[config.mk]
export PLATFORM = sky130hd
export DESIGN_NAME = thread_slot_scheduler
export DESIGN_NICKNAME = d
export VERILOG_FILES = /design/src/hw/rtl/tss_pkg.sv /design/src/hw/rtl/tss_slot_mem.sv /design/src/hw/rtl/thread_slot_scheduler.sv
export SDC_FILE = /design/constraint.sdc
export NUM_CORES = 2
export LEC_CHECK = 0
export BUFFER_PORTS_ARGS = -buffer_cell sky130_fd_sc_hd__buf_2
export CORE_ASPECT_RATIO = 1.5
export CORE_UTILIZATION = 60
export CTS_CLUSTER_SIZE = 30
export DETAILED_ROUTE_END_ITERATION = 12
export PLACE_DENSITY = 0.77
export RECOVER_POWER = 25
export SETUP_SLACK_MARGIN = 0.1
export SLEW_MARGIN = 15
export SYNTH_ARGS = -nofsm -noshare
export SYNTH_HDL_FRONTEND = slang
export SYNTH_SLANG_ARGS = --single-unit
[constraint.sdc]
create_clock -name clk_i -period 8.9 [get_ports clk_i]
set_input_delay 1.335 -clock clk_i [delete_from_list [all_inputs] [get_ports clk_i]]
set_output_delay 1.335 -clock clk_i [all_outputs]
set_load 0.01 [all_outputs]
[src/hw/rtl/tss_pkg.sv]
// Shared types, codes and constants of the thread slot scheduler.
package tss_pkg;

  localparam int SLOTS_DEF = 32;
  localparam int TID_W     = 16;
  localparam int TIME_W    = 32;
  localparam int QUANT_W   = 16;
  localparam logic [QUANT_W-1:0] QUANTUM_RST = 16'd200;

  typedef enum logic [2:0] {
    ST_FREE    = 3'd0,
    ST_ACTIVE  = 3'd1,
    ST_DELETED = 3'd2,
    ST_SUSP    = 3'd3,
    ST_SLEEP   = 3'd4
  } slot_status_e;

  localparam logic [3:0] MODE_INIT    = 4'd0;
  localparam logic [3:0] MODE_CREATE  = 4'd1;
  localparam logic [3:0] MODE_EXIT    = 4'd2;
  localparam logic [3:0] MODE_YIELD   = 4'd3;
  localparam logic [3:0] MODE_SUSPEND = 4'd4;
  localparam logic [3:0] MODE_RESUME  = 4'd5;
  localparam logic [3:0] MODE_KILL    = 4'd6;
  localparam logic [3:0] MODE_SLEEP   = 4'd7;
  localparam logic [3:0] MODE_LIST    = 4'd8;

  localparam logic [1:0] OUT_OK      = 2'd0;
  localparam logic [1:0] OUT_REFUSED = 2'd1;
  localparam logic [1:0] OUT_SUSP    = 2'd2;
  localparam logic [1:0] OUT_NONE    = 2'd3;

  typedef struct packed {
    slot_status_e      status;
    logic [TID_W-1:0]  tid;
    logic [TIME_W-1:0] wake;
    logic [TIME_W-1:0] qstart;
  } slot_rec_t;

  typedef struct packed {
    logic status;
    logic tid;
    logic wake;
    logic qstart;
  } slot_mask_t;

  typedef struct packed {
    logic       en;
    slot_mask_t mask;
    slot_rec_t  rec;
  } slot_wr_t;

  typedef struct packed {
    logic [3:0]        mode;
    logic [15:0]       thread_id;
    logic [15:0]       sleep_ms;
    logic [TIME_W-1:0] now_ms;
  } tss_in_t;

  typedef struct packed {
    logic [1:0]  outcome;
    logic [15:0] result_tid;
    logic [4:0]  running_slot;
    logic [15:0] running_tid;
    logic        switched;
    logic [15:0] wait_ms;
    logic [5:0]  suspended_count;
    logic        last;
  } tss_out_t;

endpackage

[src/hw/rtl/tss_slot_mem.sv]
// Slot table memory: one read port with registered data, one field-masked write port.
module tss_slot_mem #(
  parameter int SLOTS  = tss_pkg::SLOTS_DEF,
  parameter int ADDR_W = $clog2(SLOTS)
) (
  input  logic                clk_i,
  input  logic                rst_ni,
  input  logic [ADDR_W-1:0]   rd_addr_i,
  output tss_pkg::slot_rec_t  rd_rec_o,
  input  logic [ADDR_W-1:0]   wr_addr_i,
  input  tss_pkg::slot_wr_t   wr_i
);

  logic [SLOTS-1:0]   vld_q;
  tss_pkg::slot_rec_t mem_q [SLOTS];
  tss_pkg::slot_rec_t rd_q;

  // an entry never written reads as free with all fields zero
  always_ff @(posedge clk_i or negedge rst_ni) begin
    if (!rst_ni) begin
      vld_q <= '0;
    end else if (wr_i.en) begin
      vld_q[wr_addr_i] <= 1'b1;
    end
  end

  always_ff @(posedge clk_i) begin
    if (wr_i.en) begin
      if (wr_i.mask.status || !vld_q[wr_addr_i]) begin
        mem_q[wr_addr_i].status <= wr_i.mask.status ? wr_i.rec.status : tss_pkg::ST_FREE;
      end
      if (wr_i.mask.tid || !vld_q[wr_addr_i]) begin
        mem_q[wr_addr_i].tid <= wr_i.mask.tid ? wr_i.rec.tid : '0;
      end
      if (wr_i.mask.wake || !vld_q[wr_addr_i]) begin
        mem_q[wr_addr_i].wake <= wr_i.mask.wake ? wr_i.rec.wake : '0;
      end
      if (wr_i.mask.qstart || !vld_q[wr_addr_i]) begin
        mem_q[wr_addr_i].qstart <= wr_i.mask.qstart ? wr_i.rec.qstart : '0;
      end
    end
    rd_q <= vld_q[rd_addr_i] ? mem_q[rd_addr_i] : '0;
  end

  assign rd_rec_o = rd_q;

endmodule

[src/hw/rtl/thread_slot_scheduler.sv]
// Top level of the thread slot scheduler: request sequencer around the slot table.
//
// A request is taken when start_i is high and busy_o low. Init, a yield inside
// its quantum and an unknown mode answer in the next cycle. Every other request
// walks the slot table one entry a cycle through the memory's single read port,
// so its cost is set by that walk: create, resume, kill and a schedule that
// finds a runnable slot end within one pass; a schedule that falls back to
// the earliest sleeper takes a second pass; list counts in one pass and, if
// any thread is suspended, reports in a second with one result beat per
// suspended thread. Each result beat is shown for one cycle on result_o with
// result_valid_o high and must be taken then. The quantum register may be
// written at any time through the cfg channel.
module thread_slot_scheduler #(
  parameter int SLOTS = tss_pkg::SLOTS_DEF
) (
  input  logic                       clk_i,
  input  logic                       rst_ni,
  input  logic                       start_i,
  output logic                       busy_o,
  input  tss_pkg::tss_in_t           item_i,
  output logic                       result_valid_o,
  output tss_pkg::tss_out_t          result_o,
  input  logic                       cfg_valid_i,
  output logic                       cfg_ready_o,
  input  logic [tss_pkg::QUANT_W-1:0] cfg_data_i
);

  localparam int ADDR_W = $clog2(SLOTS);
  localparam int CNT_W  = $clog2(SLOTS + 1);
  localparam int TID_W  = tss_pkg::TID_W;
  localparam int TIME_W = tss_pkg::TIME_W;

  typedef enum logic [6:0] {
    S_IDLE = 7'b0000001,
    S_SCAN = 7'b0000010,
    S_BEST = 7'b0000100,
    S_FIN  = 7'b0001000,
    S_FIND = 7'b0010000,
    S_CNT  = 7'b0100000,
    S_LIST = 7'b1000000
  } state_e;

  state_e                   state_q, state_d;
  logic [ADDR_W-1:0]        cur_q, cur_d;
  logic [TID_W-1:0]         cur_tid_q, cur_tid_d;
  logic [TIME_W-1:0]        cur_qs_q, cur_qs_d;
  logic [TID_W-1:0]         next_tid_q, next_tid_d;
  logic [15:0]              quantum_q;
  tss_pkg::tss_in_t         item_q, item_d;
  logic [ADDR_W:0]          iss_q, iss_d;
  logic                     rd_pend_q, rd_pend_d;
  logic                     rd_last_q, rd_last_d;
  logic [ADDR_W-1:0]        rd_pos_q, rd_pos_d;
  logic                     sleepers_q, sleepers_d;
  logic                     susp_q, susp_d;
  logic                     best_found_q, best_found_d;
  logic [ADDR_W-1:0]        best_pos_q, best_pos_d;
  logic [TIME_W-1:0]        best_wake_q, best_wake_d;
  logic [TID_W-1:0]         best_tid_q, best_tid_d;
  logic [CNT_W-1:0]         cnt_q, cnt_d;
  logic [CNT_W-1:0]         k_q, k_d;
  logic                     res_vld_q, res_vld_d;
  tss_pkg::tss_out_t        res_q, res_d;

  logic [ADDR_W-1:0]        rd_addr;
  logic [ADDR_W-1:0]        wr_addr;
  tss_pkg::slot_wr_t        wr;
  tss_pkg::slot_rec_t       rec;

  logic [ADDR_W+1:0]        rr_sum;
  logic [ADDR_W+1:0]        rr_pos;
  logic [TIME_W:0]          wake_sum;
  logic [TIME_W-1:0]        wake_sat;
  logic [TIME_W-1:0]        best_dly;
  logic [TIME_W-1:0]        best_start;
  logic [15:0]              best_wait;
  logic                     best_later;
  logic [CNT_W-1:0]         cnt_nx;
  logic                     take;
  logic                     accept;

  tss_slot_mem #(
    .SLOTS  (SLOTS),
    .ADDR_W (ADDR_W)
  ) u_mem (
    .clk_i     (clk_i),
    .rst_ni    (rst_ni),
    .rd_addr_i (rd_addr),
    .rd_rec_o  (rec),
    .wr_addr_i (wr_addr),
    .wr_i      (wr)
  );

  function automatic tss_pkg::tss_out_t mk_res(
    input logic [1:0]  outcome,
    input logic [15:0] rtid,
    input logic [4:0]  rslot,
    input logic [15:0] run_tid,
    input logic        sw,
    input logic [15:0] wait_ms,
    input logic [5:0]  cnt,
    input logic        last
  );
    tss_pkg::tss_out_t r;
    r.outcome         = outcome;
    r.result_tid      = rtid;
    r.running_slot    = rslot;
    r.running_tid     = run_tid;
    r.switched        = sw;
    r.wait_ms         = wait_ms;
    r.suspended_count = cnt;
    r.last            = last;
    return r;
  endfunction

  assign busy_o         = (state_q != S_IDLE);
  assign accept         = start_i && (state_q == S_IDLE);
  assign cfg_ready_o    = 1'b1;
  assign result_valid_o = res_vld_q;
  assign result_o       = res_q;

  // round robin position: walk offset past the slot after the current one, wrapping at SLOTS
  assign rr_sum = (ADDR_W+2)'(cur_q) + (ADDR_W+2)'(iss_q) + (ADDR_W+2)'(1);
  assign rr_pos = (rr_sum >= (ADDR_W+2)'(SLOTS)) ? rr_sum - (ADDR_W+2)'(SLOTS) : rr_sum;

  always_comb begin
    if (iss_q >= (ADDR_W+1)'(SLOTS)) begin
      rd_addr = '0;
    end else if (state_q == S_SCAN) begin
      rd_addr = rr_pos[ADDR_W-1:0];
    end else begin
      rd_addr = iss_q[ADDR_W-1:0];
    end
  end

  assign wake_sum = (TIME_W+1)'(item_i.now_ms) + (TIME_W+1)'(item_i.sleep_ms);
  assign wake_sat = wake_sum[TIME_W] ? '1 : wake_sum[TIME_W-1:0];

  assign best_later = (best_wake_q > item_q.now_ms);
  assign best_dly   = best_later ? best_wake_q - item_q.now_ms : '0;
  assign best_wait  = (best_dly > TIME_W'(16'hFFFF)) ? 16'hFFFF : best_dly[15:0];
  assign best_start = best_later ? best_wake_q : item_q.now_ms;

  assign cnt_nx = cnt_q + ((rec.status == tss_pkg::ST_SUSP) ? CNT_W'(1) : CNT_W'(0));

  always_comb begin
    state_d      = state_q;
    cur_d        = cur_q;
    cur_tid_d    = cur_tid_q;
    cur_qs_d     = cur_qs_q;
    next_tid_d   = next_tid_q;
    item_d       = item_q;
    iss_d        = iss_q;
    rd_pend_d    = 1'b0;
    rd_last_d    = rd_last_q;
    rd_pos_d     = rd_pos_q;
    sleepers_d   = sleepers_q;
    susp_d       = susp_q;
    best_found_d = best_found_q;
    best_pos_d   = best_pos_q;
    best_wake_d  = best_wake_q;
    best_tid_d   = best_tid_q;
    cnt_d        = cnt_q;
    k_d          = k_q;
    res_vld_d    = 1'b0;
    res_d        = res_q;
    wr           = '0;
    wr_addr      = '0;
    take         = 1'b0;

    // issue one table read a cycle during any walk
    if (state_q != S_IDLE && state_q != S_FIN && iss_q < (ADDR_W+1)'(SLOTS)) begin
      rd_pend_d = 1'b1;
      rd_pos_d  = rd_addr;
      rd_last_d = (iss_q == (ADDR_W+1)'(SLOTS - 1));
      iss_d     = iss_q + (ADDR_W+1)'(1);
    end

    case (state_q)
      S_IDLE: begin
        if (accept) begin
          item_d       = item_i;
          iss_d        = '0;
          sleepers_d   = 1'b0;
          susp_d       = 1'b0;
          best_found_d = 1'b0;
          cnt_d        = '0;
          k_d          = '0;
          case (item_i.mode)
            tss_pkg::MODE_INIT: begin
              next_tid_d      = next_tid_q + TID_W'(1);
              wr.en           = 1'b1;
              wr.mask         = '1;
              wr.rec.status   = tss_pkg::ST_ACTIVE;
              wr.rec.tid      = next_tid_q;
              wr.rec.wake     = '0;
              wr.rec.qstart   = item_i.now_ms;
              wr_addr         = '0;
              if (cur_q == '0) begin
                cur_tid_d = next_tid_q;
                cur_qs_d  = item_i.now_ms;
              end
              res_vld_d = 1'b1;
              res_d = mk_res(tss_pkg::OUT_OK, next_tid_q, 5'(cur_q),
                             (cur_q == '0) ? next_tid_q : cur_tid_q, 1'b0, '0, '0, 1'b1);
            end
            tss_pkg::MODE_CREATE: begin
              state_d = S_SCAN;
            end
            tss_pkg::MODE_EXIT: begin
              wr.en          = 1'b1;
              wr.mask.status = 1'b1;
              wr.rec.status  = tss_pkg::ST_DELETED;
              wr_addr        = cur_q;
              state_d        = S_SCAN;
            end
            tss_pkg::MODE_YIELD: begin
              if (item_i.now_ms < cur_qs_q ||
                  (item_i.now_ms - cur_qs_q) < TIME_W'(quantum_q)) begin
                res_vld_d = 1'b1;
                res_d = mk_res(tss_pkg::OUT_OK, '0, 5'(cur_q), cur_tid_q,
                               1'b0, '0, '0, 1'b1);
              end else begin
                state_d = S_SCAN;
              end
            end
            tss_pkg::MODE_SUSPEND: begin
              wr.en          = 1'b1;
              wr.mask.status = 1'b1;
              wr.rec.status  = tss_pkg::ST_SUSP;
              wr_addr        = cur_q;
              state_d        = S_SCAN;
            end
            tss_pkg::MODE_SLEEP: begin
              wr.en          = 1'b1;
              wr.mask.status = 1'b1;
              wr.mask.wake   = 1'b1;
              wr.rec.status  = tss_pkg::ST_SLEEP;
              wr.rec.wake    = wake_sat;
              wr_addr        = cur_q;
              state_d        = S_SCAN;
            end
            tss_pkg::MODE_RESUME, tss_pkg::MODE_KILL: begin
              state_d = S_FIND;
            end
            tss_pkg::MODE_LIST: begin
              state_d = S_CNT;
            end
            default: begin
              res_vld_d = 1'b1;
              res_d = mk_res(tss_pkg::OUT_REFUSED, '0, 5'(cur_q), cur_tid_q,
                             1'b0, '0, '0, 1'b1);
            end
          endcase
        end
      end

      S_SCAN: begin
        if (rd_pend_q) begin
          if (item_q.mode == tss_pkg::MODE_CREATE) begin
            if (rec.status inside {tss_pkg::ST_FREE, tss_pkg::ST_DELETED}) begin
              next_tid_d    = next_tid_q + TID_W'(1);
              wr.en         = 1'b1;
              wr.mask       = '1;
              wr.rec.status = tss_pkg::ST_ACTIVE;
              wr.rec.tid    = next_tid_q;
              wr.rec.wake   = '0;
              wr.rec.qstart = '0;
              wr_addr       = rd_pos_q;
              if (rd_pos_q == cur_q) begin
                cur_tid_d = next_tid_q;
                cur_qs_d  = '0;
              end
              res_vld_d = 1'b1;
              res_d = mk_res(tss_pkg::OUT_OK, next_tid_q, 5'(cur_q),
                             (rd_pos_q == cur_q) ? next_tid_q : cur_tid_q,
                             1'b0, '0, '0, 1'b1);
              state_d = S_IDLE;
            end else if (rd_last_q) begin
              res_vld_d = 1'b1;
              res_d = mk_res(tss_pkg::OUT_REFUSED, '0, 5'(cur_q), cur_tid_q,
                             1'b0, '0, '0, 1'b1);
              state_d = S_IDLE;
            end
          end else begin
            case (rec.status)
              tss_pkg::ST_DELETED: begin
                wr.en          = 1'b1;
                wr.mask.status = 1'b1;
                wr.rec.status  = tss_pkg::ST_FREE;
                wr_addr        = rd_pos_q;
              end
              tss_pkg::ST_SUSP: susp_d = 1'b1;
              tss_pkg::ST_SLEEP: begin
                if (item_q.now_ms >= rec.wake) begin
                  take = 1'b1;
                end else begin
                  sleepers_d = 1'b1;
                end
              end
              tss_pkg::ST_ACTIVE: take = 1'b1;
              default: ;
            endcase
            if (take) begin
              wr.en          = 1'b1;
              wr.mask.status = 1'b1;
              wr.mask.qstart = 1'b1;
              wr.rec.status  = tss_pkg::ST_ACTIVE;
              wr.rec.qstart  = item_q.now_ms;
              wr_addr        = rd_pos_q;
              cur_d          = rd_pos_q;
              cur_tid_d      = rec.tid;
              cur_qs_d       = item_q.now_ms;
              res_vld_d      = 1'b1;
              res_d = mk_res(tss_pkg::OUT_OK, '0, 5'(rd_pos_q), rec.tid,
                             rd_pos_q != cur_q, '0, '0, 1'b1);
              state_d = S_IDLE;
            end else if (rd_last_q) begin
              if (sleepers_d) begin
                state_d = S_BEST;
              end else begin
                res_vld_d = 1'b1;
                res_d = mk_res(susp_d ? tss_pkg::OUT_SUSP : tss_pkg::OUT_NONE, '0, '0, '0,
                               1'b0, '0, '0, 1'b1);
                state_d = S_IDLE;
              end
            end
          end
        end
        if (state_d != S_SCAN) begin
          iss_d     = '0;
          rd_pend_d = 1'b0;
        end
      end

      S_BEST: begin
        if (rd_pend_q) begin
          if (rec.status == tss_pkg::ST_SLEEP && (!best_found_q || rec.wake < best_wake_q)) begin
            best_found_d = 1'b1;
            best_pos_d   = rd_pos_q;
            best_wake_d  = rec.wake;
            best_tid_d   = rec.tid;
          end
          if (rd_last_q) begin
            state_d = S_FIN;
          end
        end
      end

      S_FIN: begin
        wr.en          = 1'b1;
        wr.mask.status = 1'b1;
        wr.mask.qstart = 1'b1;
        wr.rec.status  = tss_pkg::ST_ACTIVE;
        wr.rec.qstart  = best_start;
        wr_addr        = best_pos_q;
        cur_d          = best_pos_q;
        cur_tid_d      = best_tid_q;
        cur_qs_d       = best_start;
        res_vld_d      = 1'b1;
        res_d = mk_res(tss_pkg::OUT_OK, '0, 5'(best_pos_q), best_tid_q,
                       best_pos_q != cur_q, best_wait, '0, 1'b1);
        state_d = S_IDLE;
        iss_d   = '0;
      end

      S_FIND: begin
        if (rd_pend_q) begin
          if (rec.tid == item_q.thread_id) begin
            res_vld_d = 1'b1;
            res_d = mk_res(tss_pkg::OUT_REFUSED, '0, 5'(cur_q), cur_tid_q,
                           1'b0, '0, '0, 1'b1);
            if (item_q.mode == tss_pkg::MODE_RESUME) begin
              if (rec.status == tss_pkg::ST_SUSP) begin
                wr.en          = 1'b1;
                wr.mask.status = 1'b1;
                wr.rec.status  = tss_pkg::ST_ACTIVE;
                wr_addr        = rd_pos_q;
                res_d.outcome  = tss_pkg::OUT_OK;
              end
            end else if (rec.status != tss_pkg::ST_FREE && rd_pos_q != cur_q) begin
              wr.en            = 1'b1;
              wr.mask.status   = 1'b1;
              wr.rec.status    = tss_pkg::ST_FREE;
              wr_addr          = rd_pos_q;
              res_d.outcome    = tss_pkg::OUT_OK;
              res_d.result_tid = rec.tid;
            end
            state_d = S_IDLE;
          end else if (rd_last_q) begin
            res_vld_d = 1'b1;
            res_d = mk_res(tss_pkg::OUT_REFUSED, '0, 5'(cur_q), cur_tid_q,
                           1'b0, '0, '0, 1'b1);
            state_d = S_IDLE;
          end
        end
        if (state_d != S_FIND) begin
          iss_d     = '0;
          rd_pend_d = 1'b0;
        end
      end

      S_CNT: begin
        if (rd_pend_q) begin
          cnt_d = cnt_nx;
          if (rd_last_q) begin
            iss_d     = '0;
            rd_pend_d = 1'b0;
            if (cnt_nx == '0) begin
              res_vld_d = 1'b1;
              res_d = mk_res(tss_pkg::OUT_OK, '0, 5'(cur_q), cur_tid_q,
                             1'b0, '0, '0, 1'b1);
              state_d = S_IDLE;
            end else begin
              state_d = S_LIST;
            end
          end
        end
      end

      S_LIST: begin
        if (rd_pend_q && rec.status == tss_pkg::ST_SUSP) begin
          k_d       = k_q + CNT_W'(1);
          res_vld_d = 1'b1;
          res_d = mk_res(tss_pkg::OUT_OK, rec.tid, 5'(cur_q), cur_tid_q,
                         1'b0, '0, 6'(cnt_q), (k_q + CNT_W'(1)) == cnt_q);
          // stop on the final suspended entry
          if ((k_q + CNT_W'(1)) == cnt_q) begin
            state_d   = S_IDLE;
            iss_d     = '0;
            rd_pend_d = 1'b0;
          end
        end
      end

      default: begin
        state_d = S_IDLE;
      end
    endcase
  end

  always_ff @(posedge clk_i or negedge rst_ni) begin
    if (!rst_ni) begin
      state_q      <= S_IDLE;
      cur_q        <= '0;
      cur_tid_q    <= '0;
      cur_qs_q     <= '0;
      next_tid_q   <= '0;
      quantum_q    <= tss_pkg::QUANTUM_RST;
      item_q       <= '0;
      iss_q        <= '0;
      rd_pend_q    <= 1'b0;
      rd_last_q    <= 1'b0;
      rd_pos_q     <= '0;
      sleepers_q   <= 1'b0;
      susp_q       <= 1'b0;
      best_found_q <= 1'b0;
      best_pos_q   <= '0;
      best_wake_q  <= '0;
      best_tid_q   <= '0;
      cnt_q        <= '0;
      k_q          <= '0;
      res_vld_q    <= 1'b0;
      res_q        <= '0;
    end else begin
      state_q      <= state_d;
      cur_q        <= cur_d;
      cur_tid_q    <= cur_tid_d;
      cur_qs_q     <= cur_qs_d;
      next_tid_q   <= next_tid_d;
      if (cfg_valid_i) begin
        quantum_q <= cfg_data_i;
      end
      item_q       <= item_d;
      iss_q        <= iss_d;
      rd_pend_q    <= rd_pend_d;
      rd_last_q    <= rd_last_d;
      rd_pos_q     <= rd_pos_d;
      sleepers_q   <= sleepers_d;
      susp_q       <= susp_d;
      best_found_q <= best_found_d;
      best_pos_q   <= best_pos_d;
      best_wake_q  <= best_wake_d;
      best_tid_q   <= best_tid_d;
      cnt_q        <= cnt_d;
      k_q          <= k_d;
      res_vld_q    <= res_vld_d;
      res_q        <= res_d;
    end
  end

endmodule

# Yosys cells after proc, flatten, opt, wreduce, memory -nomap -nowiden
# Memory sizes are Yosys's and may differ from the RTL's. A register that Yosys moved wholly into a read port is not among the register bits.
# Index checks and enable logic that the tools add are counted.
[classes]
n_addsub = 10
n_lt_le_gt_ge = 12
n_eq_ne = 57
n_mux = 212
n_bitwise = 1
n_reduce_logical = 47
[op_table]
columns = ["cell", "n"]
rows = [
  ["$mux 63", 15],
  ["$mux 32", 17],
  ["$pmux 63 s6", 1],
  ["$mux 16", 17],
  ["$mux 88", 3],
  ["$pmux 32 s3", 2],
  ["$pmux 63 s3", 1],
  ["$mux 7", 19],
  ["$pmux 48 s2", 1],
  ["$mux 5", 18],
  ["$mux 6", 11],
  ["$lt 32x32->1", 2],
  ["$sub 32x32->32", 2],
  ["$mux 1", 63],
  ["$mux 48", 1],
  ["$pmux 16 s3", 1],
  ["$pmux 7 s6", 1],
  ["$pmux 6 s6", 1],
  ["$add 32x16->33", 1],
  ["$ge 32x32->1", 1],
  ["$gt 32x16->1 const B", 1],
  ["$gt 32x32->1", 1],
  ["$lt 32x16->1", 1],
  ["$or 32x32->32", 1],
  ["other kinds (81)", 157],
]
[word_totals]
regBits = 321
mem_bits_rw = 2656
n_memories = 1
[mem_list]
columns = ["memory", "words", "word_bits", "read_ports", "rd_clocked_by_memory_dff", "write_ports", "line", "rtl"]
rows = [
  ["u_mem.mem_q", 32, 83, 1, 1, 1, "tss_slot_mem.sv:15", "tss_pkg::slot_rec_t mem_q [SLOTS];"],
]

# Depth between registers and ports, before layout
[logic_depth]
depth_word = 17
ltp_mapped = 25

# Modules after synthesis
# Synthesis repeated with hierarchy kept, for this count alone.
[unflattened]
cells_unflattened = 8028
hier_area_um2 = 130335.0
[modules_own_cells]
columns = ["mod", "instances", "cells_each", "area_per_inst_um2", "seq_area_each_um2"]
rows = [
  ["tss_slot_mem", 1, 5316, 107301.7, 82218.9],
  ["thread_slot_scheduler", 1, 2712, 23033.3, 7236.9],
]

# Least setup slack after synthesis
# Ideal clock, no wire load.
[synth_path]
path_kind = "input -> register"
startpoint = "input port item_i[0] (netlist bit)"
endpoint = "memory u_mem.mem_q[0][59] (netlist bit) (data pin)"
setup_ns = 0.491
t_arrival_ns = 5.521
required_ns = 8.409
setup_slack_ns = 2.888
cell_stages = 15
cell_sequence = "ha_1 -> inv_1 -> fa_1 -> nor2b_1 -> o21ai_0 -> a21boi_0 -> o21ai_0 -> a21boi_0 -> nor4_1 -> o41ai_1 -> a221o_1 -> a21o_1 -> nand4_1 -> and2_1 -> a311oi_1"
[synth_via]
elab_chain_cells = 6
[synth_lines]
columns = ["element", "line", "rtl"]
rows = [
  ["start: declaration", "thread_slot_scheduler.sv:20", "input tss_pkg::tss_in_t item_i,"],
  ["$add 32x16->33", "thread_slot_scheduler.sv:136", "assign wake_sum = (TIME_W+1)'(item_i.now_ms) + (TIME_W+1)'(item_i.sleep_ms);"],
  ["$mux 32", "thread_slot_scheduler.sv:137", "assign wake_sat = wake_sum[TIME_W] ? '1 : wake_sum[TIME_W-1:0];"],
  ["$mux 32", "thread_slot_scheduler.sv:189", "case (item_i.mode)"],
  ["$mux 88", "thread_slot_scheduler.sv:181", "if (accept) begin"],
  ["$pmux 48 s2", "thread_slot_scheduler.sv:179", "case (state_q)"],
  ["$mux 32", "tss_slot_mem.sv:36", "mem_q[wr_addr_i].wake <= wr_i.mask.wake ? wr_i.rec.wake : '0;"],
  ["end: declaration", "tss_slot_mem.sv:15", ""],
]
# No other way between the ends.

# Worst setup path in the final report
[layout_path]
startpoint = "register item_q[19] (netlist bit)"
endpoint = "memory u_mem.mem_q[23][50] (netlist bit) (enable)"
[layout_via]
elab_chain_cells = 17
[layout_lines]
columns = ["element", "line", "rtl"]
rows = [
  ["start: declaration", "thread_slot_scheduler.sv:49", "tss_pkg::tss_in_t item_q, item_d;"],
  ["start signal: assignment", "thread_slot_scheduler.sv:474", "item_q <= item_d;"],
  ["$ge 32x32->1 (*)", "thread_slot_scheduler.sv:295", "if (item_q.now_ms >= rec.wake) begin"],
  ["$mux 1 (*)", "thread_slot_scheduler.sv:295", ""],
  ["$pmux 1 s2 (*)", "thread_slot_scheduler.sv:286", "case (rec.status)"],
  ["$mux 1 (*)", "thread_slot_scheduler.sv:260", "if (item_q.mode == tss_pkg::MODE_CREATE) begin"],
  ["$mux 1 (*)", "thread_slot_scheduler.sv:259", "if (rd_pend_q) begin"],
  ["$mux 1 (*)", "thread_slot_scheduler.sv:179", ""],
  ["$mux 5", "thread_slot_scheduler.sv:304", "if (take) begin"],
  ["$mux 5", "thread_slot_scheduler.sv:260", ""],
  ["$mux 5", "thread_slot_scheduler.sv:259", ""],
  ["$pmux 5 s4", "thread_slot_scheduler.sv:179", ""],
  ["$bmux 1 s5", "tss_slot_mem.sv:35", "if (wr_i.mask.wake || !vld_q[wr_addr_i]) begin"],
  ["$mux 1 (not written as such)", "tss_slot_mem.sv:35", ""],
  ["$logic_not 1->1", "tss_slot_mem.sv:35", ""],
  ["$logic_or 1x1->1", "tss_slot_mem.sv:35", ""],
  ["$mux 1", "tss_slot_mem.sv:35", ""],
  ["$mux 1", "tss_slot_mem.sv:28", "if (wr_i.en) begin"],
  ["$mux 1", "tss_slot_mem.sv:36", ""],
]
# Mark *: on every way between the ends. The rest lies on a longest branch, timed or not. The select of a mux whose other input is x is not followed.

==> metrics.txt <==
die area 0.147 sq mm; Crit Path Class reg -> reg; EDFF count, synth 1632; count of different cell masters after synthesis 98; Core Region 0.145 sq mm; Comb power frac 0.345; Critical Path RT 9.41 ns; largest net degree at the start of global routing 135; net count after synthesis 6060; total CTS buffers 172; Placement Setup Slack 1.46 ns; # resized after CTS 0; fin util 0.665; Top FF cell, synth edfxtp_1; synthesized area 0.0873 sq mm; setup slack after layout 1.25 ns; leakage 36.5 nW; Rel. slew slack -2.00; Final Hold Viols 0; die height 469 um; Area Overhead vs Synth 10.2%; Layout Skew 0.0356 ns; CTS root buffer clkbuf_16; initial antenna violation count 5; H-tree lvl count 4; Max clock buf depth 3; Setup Viol. Count Final 0; Synth Warn # 0; GP Congestion 0.939; failing checks max-capacitance violations, max-slew violations; Starting DRT DRC Count 6829; Horiz. Die Dim 313 um; average vias per placed instance 6.85; drt first pass iters 9; CP startpoint kind flop; most common cell after layout, fill and taps aside edfxtp_1; Switch Pwr 9.81 mW; Async SR Flop Fraction 0.160; Sw Ratio 0.349; Slew @ Worst Pin 4.50 ns; Gate Count Post-Synth 5800; Peak VDD IR 0.000286 V; IO Pins 154; Final ANT Viol Nets 0; Int Pwr 18.3 mW; Slowest-stage cell, CP a21oi_1; fin crit share 0.859; final WL 237000 um; clock slew at reported path FFs 0.07 ns; power per cell area 292 mW/mm^2; hold buffer count at CTS 0; sequential share of power 0.393; DRC Markers 0; Final HPWL DP 134000 um; FILL cells 9485; Max-Cap Viols 23; Starting Density 0.603; Avg WL per Cell 29.8 um; Hold WC Path Type reg -> reg; layout cells sized above 1 0.169; register area share after synthesis 0.665; worst skew pair latency 0.87 ns; crit-path max cell delay 1.50 ns; Worst Setup End Kind flop; Top cell by count, worst path buf_4; PortBufs 152; most frequent cells in the layout edfxtp_1 (1632), nand2_1 (706), mux4_2 (416); total grt overflow 0; Net count, final 6176; RSZ-0062 raised after global routing false; #FFs+latches synth 2004; gr usage total 0.320; run status finished, violations left; Power, Total 28.1 mW; clock tree from TritonCTS done; pins over their slew limit 1015; final worst path period need 7.65 ns; Peak Freq 131 MHz; CTS sink cnt 2004; DP Cell Count 7640; CP cell instances ha_1 -> a21oi_1 -> o21ai_0 -> a211oi_1 -> nor3_1 -> a2111oi_4 -> a31oi_1 -> a21oi_1 -> mux2i_1 -> a32oi_1 -> o2111ai_1 -> nor4_4 -> buf_4 -> buf_4 -> a21oi_4 -> buf_4; fin cells 7961; vias in the first global route 54850; TNS Setup 0 ns; clock group share of total power 0.262; # rows 171; Crit Path Max Fanout 37; Via Count 54572; post-CTS setup buffer count 0; Synth Area per Inst 15.0 sq um; Critical Path AT 8.16 ns; global-route wire length before repair 346000 um
## synthesized netlist by cell type, types with 63 or more instances
library cell / instances / area [sq um]
inv_1: 219 / 822
and3_1: 76 / 475
edfxtp_1: 1632 / 49000
nand3_1: 155 / 776
dfrtp_1: 317 / 7930
nor2_1: 269 / 1010
a21o_1: 63 / 473
mux4_2: 416 / 9370
nand2_1: 706 / 2650
o21ai_0: 147 / 736
clkbuf_1: 228 / 856
a21oi_1: 268 / 1340
a31oi_1: 71 / 444
mux2i_1: 88 / 881
ha_1: 168 / 2100
xnor2_1: 78 / 683
## worst max-delay path: cells and delay by family, from the launching register on
| kind | cells | cell delay (ns) |
|---|---|---|
| compound gates | 9 | 3.93 |
| fa+ha+maj | 1 | 0.35 |
| buf+inv | 3 | 1.77 |
| flops | 1 | 0.41 |
| mux | 1 | 0.27 |
| simple gates | 2 | 0.49 |
## power groups by stage
stage	logic [mW]	clock network, mW	registers (mW)
after floorplan	6.89	0	11.0
after global placement	9.33	0	11.2
after detailed placement	9.46	0	11.2
after CTS	9.60	7.35	11.0
after global routing	10.4	7.68	11.1
final	9.69	7.34	11.0
## cell type report
cell class              count  area [sq um]  share of cell area
inverters                 220           826             0.00859
diodes                      3          7.51           0.0000781
clock buffers             237          4700              0.0489
multi-input cells        3232         27800               0.289
flip-flops and latches   2004         58100               0.604
repair buffers            286          1750              0.0182
clock inverters            76           672             0.00699
well taps                1903          2380              0.0248
## path summary, 6_finish.rpt
kind	slack, ns	depth (start not counted)	from	end
worst min register to register	0.47	2	u_mem.rd_rec_o[43]	best_wake_q[11]
worst max-delay path	1.25	16	item_q[19]	u_mem.mem_q[23][50]
max in group asynchronous	2.20	3	rst_ni	item_q[16]
min in group asynchronous	2.10	1	rst_ni	cur_tid_q[11]
worst min-delay path	0.47	2	u_mem.rd_rec_o[43]	best_wake_q[11]
worst max register to register	1.25	16	item_q[19]	u_mem.mem_q[23][50]
## logic make-up (layout without fill, tap and decap cells)
| kind of cell | count (synthesis) | count (layout) | share of synthesized area |
|---|---|---|---|
| other | 1 | 4 | 0.0000430 |
| DFF | 2004 | 2004 | 0.665 |
| AOI/OAI and AO/OA | 926 | 926 | 0.0724 |
| adders and majority gates | 172 | 172 | 0.0250 |
| muxes | 548 | 548 | 0.123 |
| buffers and inverters | 564 | 819 | 0.0259 |
| xor gates and xnor gates | 124 | 124 | 0.0124 |
| and+or+nand+nor | 1461 | 1461 | 0.0757 |
## metrics by stage
step	hold slack (ns)	area (sq um)
3_5_place_dp	0.470	90800
3_3_place_gp	0.467	90800
6_report	0.475	96200
4_1_cts	0.481	96200
2_1_floorplan	0.451	87300
5_1_grt	0.506	96200
## metal layers
metal  share of wire  wire length [um]  track usage
met5               0                 0            0
met4           0.053             12500        0.157
met3            0.10             24200       0.0608
met2            0.51            120000        0.546
met1            0.34             80400        0.393
## state kept, by name, indices dropped and copies added (netlist names), 32 cells and up
register,count
u_mem.vld_q,32
u_mem.mem_q,1632
u_mem.rd_rec_o,51
result_o,63
best_wake_q,32
item_q,52
cur_qs_q,32
No activity file was read; power rests on OpenSTA's default activity.
